===== src/hw/rtl/dgs_pkg.sv =====
// Types and constants shared by the dense Gauss-Seidel solver.
`timescale 1ns / 1ps
package dgs_pkg;

  typedef enum logic [1:0] {
    MODE_LOAD_A = 2'd0,
    MODE_LOAD_B = 2'd1,
    MODE_LOAD_X = 2'd2,
    MODE_SOLVE  = 2'd3
  } mode_e;

  localparam logic [1:0] CFG_SIZE      = 2'd0;
  localparam logic [1:0] CFG_TOLERANCE = 2'd1;
  localparam logic [1:0] CFG_MAX_ITER  = 2'd2;

  localparam int unsigned DATA_W = 32;
  localparam int unsigned DIVD_W = 63;

  localparam logic [6:0]  SIZE_RESET = 7'd64;
  localparam logic [31:0] TOL_RESET  = 32'd66;
  localparam logic [15:0] ITER_RESET = 16'd1000;

  typedef struct packed {
    logic [1:0]         mode;
    logic [5:0]         row;
    logic [5:0]         col;
    logic signed [31:0] entry_value;
  } in_item_t;

  typedef struct packed {
    logic [5:0]         index;
    logic signed [31:0] solution_value;
    logic [15:0]        sweeps_done;
    logic               converged;
    logic               zero_pivot;
    logic               last;
  } out_item_t;

endpackage


===== src/hw/rtl/dgs_div.sv =====
// Restoring unsigned divider, one quotient bit per cycle.
`timescale 1ns / 1ps
module dgs_div (
  input  logic                         clk_i,
  input  logic                         rst_ni,
  input  logic                         start_i,
  input  logic [dgs_pkg::DIVD_W-1:0]   dividend_i,
  input  logic [dgs_pkg::DATA_W-1:0]   divisor_i,
  output logic                         done_o,
  output logic [dgs_pkg::DIVD_W-1:0]   quotient_o
);

  localparam int unsigned CW = $clog2(dgs_pkg::DIVD_W);

  logic                        busy_q;
  logic                        done_q;
  logic [CW-1:0]               cnt_q;
  logic [dgs_pkg::DATA_W-1:0]  div_q;
  logic [dgs_pkg::DATA_W-1:0]  rem_q, rem_d;
  logic [dgs_pkg::DIVD_W-1:0]  quo_q, quo_d;
  logic [dgs_pkg::DATA_W:0]    rem_sh, trial;

  always_comb begin
    rem_sh = {rem_q, quo_q[dgs_pkg::DIVD_W-1]};
    trial  = rem_sh - {1'b0, div_q};
    if (!trial[dgs_pkg::DATA_W]) begin
      rem_d = trial[dgs_pkg::DATA_W-1:0];
      quo_d = {quo_q[dgs_pkg::DIVD_W-2:0], 1'b1};
    end else begin
      rem_d = rem_sh[dgs_pkg::DATA_W-1:0];
      quo_d = {quo_q[dgs_pkg::DIVD_W-2:0], 1'b0};
    end
  end

  always_ff @(posedge clk_i or negedge rst_ni) begin
    if (!rst_ni) begin
      busy_q <= 1'b0;
      done_q <= 1'b0;
      cnt_q  <= '0;
    end else begin
      done_q <= 1'b0;
      if (start_i) begin
        busy_q <= 1'b1;
        cnt_q  <= '0;
      end else if (busy_q) begin
        cnt_q <= cnt_q + 1'b1;
        if (cnt_q == CW'(dgs_pkg::DIVD_W - 1)) begin
          busy_q <= 1'b0;
          done_q <= 1'b1;
        end
      end
    end
  end

  always_ff @(posedge clk_i) begin
    if (start_i) begin
      div_q <= divisor_i;
      rem_q <= '0;
      quo_q <= dividend_i;
    end else if (busy_q) begin
      rem_q <= rem_d;
      quo_q <= quo_d;
    end
  end

  assign done_o     = done_q;
  assign quotient_o = quo_q;

endmodule


===== config.mk =====
export PLATFORM = sky130hd
export DESIGN_NAME = dgs_div
export DESIGN_NICKNAME = d
export VERILOG_FILES = /design/src/hw/rtl/dgs_pkg.sv /design/src/hw/rtl/dgs_div.sv
export SDC_FILE = /design/constraint.sdc
export NUM_CORES = 1
export LEC_CHECK = 0
export BUFFER_PORTS_ARGS = -buffer_cell sky130_fd_sc_hd__buf_2
export CAP_MARGIN = 20
export CORE_AREA = 2 2 160 162
export DETAILED_ROUTE_END_ITERATION = 7
export DIE_AREA = 0 0 162 164
export GPL_TIMING_DRIVEN = 1
export SYNTH_ARGS = -nofsm -noshare
export SYNTH_HDL_FRONTEND = slang
export SYNTH_SLANG_ARGS = --single-unit

===== constraint.sdc =====
create_clock -name clk_i -period 2.8 [get_ports clk_i]
set_clock_uncertainty 0.2 [all_clocks]
set_input_delay 0.7 -clock clk_i [delete_from_list [all_inputs] [get_ports clk_i]]
set_output_delay 0.7 -clock clk_i [all_outputs]
set_load 0.02 [all_outputs]

==> results of run 1 <==
[flip-flops by register name (all words and copies together), names as in the netlist]
| signal | cells |
|---|---|
| busy_q | 1 |
| cnt_q | 6 |
| div_q | 32 |
| done_o | 1 |
| quotient_o | 63 |
| rem_q | 32 |
[worst reg2reg max path, delay by kind of cell (launching register included)]
family	cells	cell delay [ns]
AND/OR/NAND/NOR	2	0.22
AO/OA/AOI/OAI	6	1.08
adder cells (fa/ha/maj)	2	0.55
flip-flops	1	0.41
XOR/XNOR	1	0.25
buffers and inverters	1	0.20
[stage by stage]
step	instance area, um2	worst slack (ns)	TNS (ns)
after floorplan	7370	-0.226	-5.35
after global placement	9160	-0.159	-2.73
after detailed placement	9160	-0.295	-5.08
after CTS	9830	-0.279	-6.35
after global routing	10100	-0.345	-9.08
final	10100	-0.231	-4.95
[timing repair]
| item | CTS | global route |
|---|---|---|
| hold buffers | 1 | 0 |
| pin swaps | 9 | 12 |
| hold endpoints to repair | 8 | 0 |
| resized for setup | 12 | 35 |
| endpoints found under the setup margin | 32 | 33 |
| setup buffers | 4 | 2 |
[routing by layer]
metal  vias up  GRT usage [%]
met3        20           3.46
met2       112           23.1
met1      2691           17.7
met4         0           4.38
met5         -              0
li1       2870              -
[path summary, 6_finish.rpt]
path | end | slack, ns | depth (start not counted)
setup / recovery | rem_q[12]$_SDFFE_PP0P_ | -0.23 | 12
setup reg to reg | rem_q[12]$_SDFFE_PP0P_ | -0.23 | 12
min in group asynchronous | cnt_q[1]$_DFFE_PN0P_ | 0.49 | 2
max in group asynchronous | cnt_q[2]$_DFFE_PN0P_ | 1.74 | 2
hold reg to reg | rem_q[2]$_SDFFE_PP0P_ | 0.31 | 2
hold / removal | div_q[4]$_DFFE_PP_ | 0.25 | 1
[cells in the final DEF, fill, tap and decap left out, types with 4 or more instances in the layout]
cell type,synthesis,layout
buf_2,2,160
edfxtp_1,95,95
buf_4,1,88
mux2_2,63,63
nand2_1,63,60
inv_1,44,42
nor2_1,40,38
dfxtp_1,32,32
ha_1,34,31
a21oi_1,26,23
clkbuf_16,0,17
xnor2_1,15,15
a21o_1,14,14
xor2_1,15,14
o21ai_0,16,12
nand4_1,10,10
nand3_1,18,10
a311oi_2,7,9
dfrtp_1,8,8
inv_6,0,8
nor3_1,7,7
nand2b_1,7,7
a31oi_1,8,7
a311oi_1,9,7
o21ai_1,3,6
o21a_1,5,5
nand3_2,0,5
buf_12,0,5
a31oi_4,3,4
o21bai_1,4,4
[cells by family (layout without fill, tap and decap cells)]
kind of cell	after synthesis	after routing
adders and majority gates	35	35
and+or+nand+nor	169	169
AOI/OAI and AO/OA	131	131
buffers and inverters	75	334
DFF	135	135
muxes	65	65
xor gates and xnor gates	32	32
[power groups by stage]
stage | sequential [mW] | combinational [mW] | clock [mW]
3_3_place_gp | 2.74 | 3.40 | 0
3_5_place_dp | 2.75 | 3.42 | 0
6_report | 2.73 | 3.78 | 2.26
2_1_floorplan | 2.84 | 2.10 | 0
5_1_grt | 2.77 | 4.15 | 2.41
4_1_cts | 2.71 | 3.57 | 2.32
[layout make-up]
class | count | area, um2 | area share, %
timing repair buffer | 258 | 1620 | 16.1
multi-input combinational | 432 | 3580 | 35.6
inverter | 44 | 169 | 1.68
tap | 330 | 413 | 4.11
clock buffer | 17 | 425 | 4.23
clock inverter | 15 | 153 | 1.52
sequential | 135 | 3690 | 36.7
==> results.yml, run 1 <==
timing:
  finalHoldViolCount: 0
  period_minus_slack_ns: 3.03
  finalCritPeriodShare_pct: 108
  finalWorstSetupSlack_ns: -0.231
  finalSetupViolCount: 30
  max_slew_margin_pct: 59.4
  rsz0062_at_grt: "yes"
  hold_ws_ns: 0.250
  finalMaxSlewViolations: 0
  clock.fmax_ghz: 0.330
  max_slew.worst_pin.slew_ns: 0.610
logic_synthesis:
  synth_fa_ha_area_share_pct: 6.08
  synth-xor-area-share_pct: 4.18
  synth_common_cells: "edfxtp_1, mux2_2, nand2_1"
  yosys.cell_count.top_type: "edfxtp_1"
  synth-seq-cells: 135
  netlist_top_cells_area: "edfxtp_1, mux2_2, dfxtp_1"
  yosys.area.top_type: "edfxtp_1"
  synth-simple-area-share_pct: 10.9
  syn_area_per_cell_um2: 11.4
  yosys.area.top_type_share_pct: 38.9
  synth-edff-count: 95
  netlist_area_um2: 7330
  synth-async-reset-ratio_pct: 5.93
  synthCells: 642
  synth_nets: 775
  yosysWarnings: 0
  seq_area_frac_synth_pct: 50.4
  synth_mux_area_share_pct: 9.95
  synth_top_family_by_area: "compound AO/OA/AOI/OAI gates"
  synth_compound_area_share_pct: 14.2
  synth.distinct_cells: 67
  synth_flop_cell: "edfxtp_1"
final_layout:
  fin_util_pct: 40.5
  drive_gt1_share_pct: 45.5
  areaGrowthSynthToFinish_pct: 37.2
  final_cells: 1231
  diodes: 0
  nets: 1021
  fillCellCount: 2465
detailed_routing:
  wl_per_cell_um: 14.9
  wl_met1_mm: 8.28
  dr_wl_met2_mm: 9.00
  final_antenna_net_count: 0
  totalWireLength_mm: 18.3
  highest-signal-layer: "met4"
  met3_length_um: 761
  firstDrtPassIters: 4
  vias: 5693
  drc_errors: 0
  viasPerCell: 4.62
  drt_iter0_markers: 323
floorplan:
  start_util_pct: 29.5
  ios: 162
  rows: 58
  die_w_um: 162
  die_h_um: 164
  dieArea_um2: 26600
  design.core.area_um2: 24800
pwr:
  p_int_mw: 5.60
  leakagePower_nw: 4.39
  fin_total_pwr_mw: 8.77
  power_per_cell_area_nw_per_um2: 872
  switchingPower_mw: 3.17
  p_seq_share_pct: 31.1
  p_clk_share_pct: 25.8
  switching_share_pct: 36.2
  pwr-share-comb_pct: 43.2
  ir_worst_vdd_uv: 405
global_routing:
  grt_pass1_vias: 5820
  gr-total-overflow: 0
  antenna_found_initial: 0
  grt_max_degree: 64
  grtUsageTotal_pct: 13.8
  grt_pass1_wl_mm: 29.1
clocking:
  cts_tree: "built"
  cts_buffers: 17
  clock_latency_ns: 0.43
  path_clk_slew_ns: 0.07
  cts_root_buffer: "clkbuf_16"
  cts_max_level: 4
  clock_path_buffers: 2
  cts_sinks: 135
setup_path:
  worst_path_largest_cell_delay_ns: 0.41
  crit_start: "div_q[0]$_DFFE_PP_"
  crit_path_max_fanout: 21
  critPathSlowestCell: "edfxtp_1"
  critical_path_arrival_ns: 3.14
  path_delay_family: "compound AO/OA/AOI/OAI gates"
  worst-setup-path-type: "register to register"
  timing.rr.start: "div_q[0]$_DFFE_PP_"
  crit_top_cell: "a31oi_4"
  required_ns: 2.91
  crit_buf_inv: 1
  start_kind: "register"
  cp-end-kind: "register"
  crit_chain: "ha_4 > fa_2 > nor2b_4 > o2111ai_4 > a31oi_4 > o21ai_2 > a31oi_4 > a31oi_4 > xnor2_2 > buf_12 > nor3_1 > a211o_1"
worst_hold_path:
  hold_path.class: "input port to register"
  min_from: "divisor_i[4]"
placement:
  place.gp.congestion: 0.817
  portBuffers: 161
  dp_cells: 1192
  dp_hpwl_mm: 13.2
status:
  violations: "setup timing"
  outcome: "finished with violations"
flow_run:
  cap_viol_max_count: 0
Power figures use the tool's default switching activity.
==> inputs of run 2 (changes only) <==
RECOVER_POWER = 100   (was default)
==> run 2 against run 1 <==
Net effect: the flow still finishes with violations (setup timing); cell count unchanged; routed wire length up 0.37%; combinational power about the same; critical path depth unchanged; final area down 1.1%; largest cell class unchanged; highest routed layer unchanged.
==> results.yml, run 2 (same netlist as run 1, synthesis figures left out) <==
timing:
  finalHoldViolCount: 0
  hold_ws_ns: 0.247
  max_slew.worst_pin.slew_ns: 0.960
  finalMaxSlewViolations: 0
  clock.fmax_ghz: 0.330
  max_slew_margin_pct: 36.0
  finalCritPeriodShare_pct: 108
  rsz0062_at_grt: "yes"
  finalWorstSetupSlack_ns: -0.229
  period_minus_slack_ns: 3.03
  finalSetupViolCount: 30
pwr:
  leakagePower_nw: 4.20
  power_per_cell_area_nw_per_um2: 879
  ir_worst_vdd_uv: 406
detailed_routing:
  viasPerCell: 4.63
  drt_iter0_markers: 329
  final_antenna_net_count: 0
  firstDrtPassIters: 4
  totalWireLength_mm: 18.4
  wl_per_cell_um: 14.9
  drc_errors: 0
  vias: 5697
worst_hold_path:
  min_from: "divisor_i[25]"
  holdPathStages: 1
  hold_path.class: "input port to register"
global_routing:
  antenna_found_initial: 0
  grtUsageTotal_pct: 13.8
  gr-total-overflow: 0
  grt_max_degree: 64
  grt_pass1_wl_mm: 29.1
  grt_pass1_vias: 5820
final_layout:
  final_cell_area_um2: 9950
  final_cells: 1231
  final_cell_mix: "edfxtp_1, buf_2, buf_4"
  largest_reg_flops: 63
  nets: 1021
  fillCellCount: 2483
  diodes: 0
  areaGrowthSynthToFinish_pct: 35.7
  drive_gt1_share_pct: 37.8
floorplan:
  die_h_um: 164
  rows: 58
  die_w_um: 162
  start_util_pct: 29.5
  ios: 162
  design.core.area_um2: 24800
  dieArea_um2: 26600
placement:
  dp_cells: 1192
  pre_cts_slack_ns: -0.295
  dp_hpwl_mm: 13.2
  place.gp.congestion: 0.817
  placed_cell_area_um2: 9160
  portBuffers: 161
setup_path:
  cp.depth: 12
  worst-setup-path-type: "register to register"
  critical_path_arrival_ns: 3.14
  required_ns: 2.91
  crit_top_cell: "a31oi_4"
  crit_chain: "ha_4 > fa_2 > nor2b_4 > o2111ai_4 > a31oi_4 > o21ai_2 > a31oi_4 > a31oi_4 > xnor2_2 > buf_12 > nor3_1 > a211o_1"
  crit_path_max_fanout: 21
  path_delay_family: "compound AO/OA/AOI/OAI gates"
  worst_path_largest_cell_delay_ns: 0.41
  critPathSlowestCell: "edfxtp_1"
  reg2regPathDepth: 12
  crit_start: "div_q[0]$_DFFE_PP_"
  crit_buf_inv: 1
  timing.rr.start: "div_q[0]$_DFFE_PP_"
  cp-end-kind: "register"
  start_kind: "register"
flow_run:
  cap_viol_max_count: 0
clocking:
  cts_root_buffer: "clkbuf_16"
  cts_sinks: 135
  cts_tree: "built"
  cts_buffers: 17
  path_clk_slew_ns: 0.07
  clock_latency_ns: 0.43
  clock_path_buffers: 2
  cts_max_level: 4
status:
  outcome: "finished with violations"
  violations: "setup timing"
## run 2: cell count changes in the layout (fill, tap and decap cells not counted), sizes merged
cell,previous run,this run
buf,257,188
clkbuf,17,86
## run 2: final timing paths
| check | end | slack (ns) |
|---|---|---|
| hold reg to reg | rem_q[7]$_SDFFE_PP0P_ | 0.31 |
| setup / recovery | rem_q[12]$_SDFFE_PP0P_ | -0.23 |
| min in group asynchronous | cnt_q[1]$_DFFE_PN0P_ | 0.57 |
| max in group asynchronous | cnt_q[2]$_DFFE_PN0P_ | 1.52 |
| hold / removal | div_q[25]$_DFFE_PP_ | 0.25 |
| setup reg to reg | rem_q[12]$_SDFFE_PP0P_ | -0.23 |
## run 2: repair_timing
action,4_1_cts,5_1_grt
hold buffers,1,0
endpoints found under the setup margin,32,33
hold endpoints to repair,8,0
gates resized for setup,12,35
pin swaps,9,12
buffers inserted,4,2
## run 2: metrics by stage
stage,power [mW],setup TNS (ns),utilization [%]
3_5_place_dp,6.17,-5.08,36.9
2_1_floorplan,4.94,-5.35,-
5_1_grt,9.30,-9.23,40.1
6_report,8.74,-4.98,40.1
3_3_place_gp,6.15,-2.73,36.9
4_1_cts,8.60,-6.35,39.6
## run 2: report_power, final
| group | total (mW) | internal, mW | switching (mW) |
|---|---|---|---|
| clock network | 2.26 | 1.26 | 0.997 |
| registers | 2.73 | 2.49 | 0.239 |
| logic | 3.75 | 1.82 | 1.94 |
## run 2: layout make-up
cell class                      instances  area (um2)  area share [%]
Clock buffer                           17         425            4.28
Timing Repair Buffer                  258        1520            15.2
Tap cell                              330         413            4.15
Sequential cell                       135        3690            37.1
Clock inverter                         15         153            1.53
Multi-Input combinational cell        432        3580            36.0
Inverter                               44         169            1.70
## run 2: layer usage
layer,global-route usage (%),up-vias,share of wire (%)
li1,-,2863,-
met1,17.7,2702,45
met2,23.1,111,50
met3,3.46,21,3.9
met4,4.38,0,1.3
met5,0,-,0
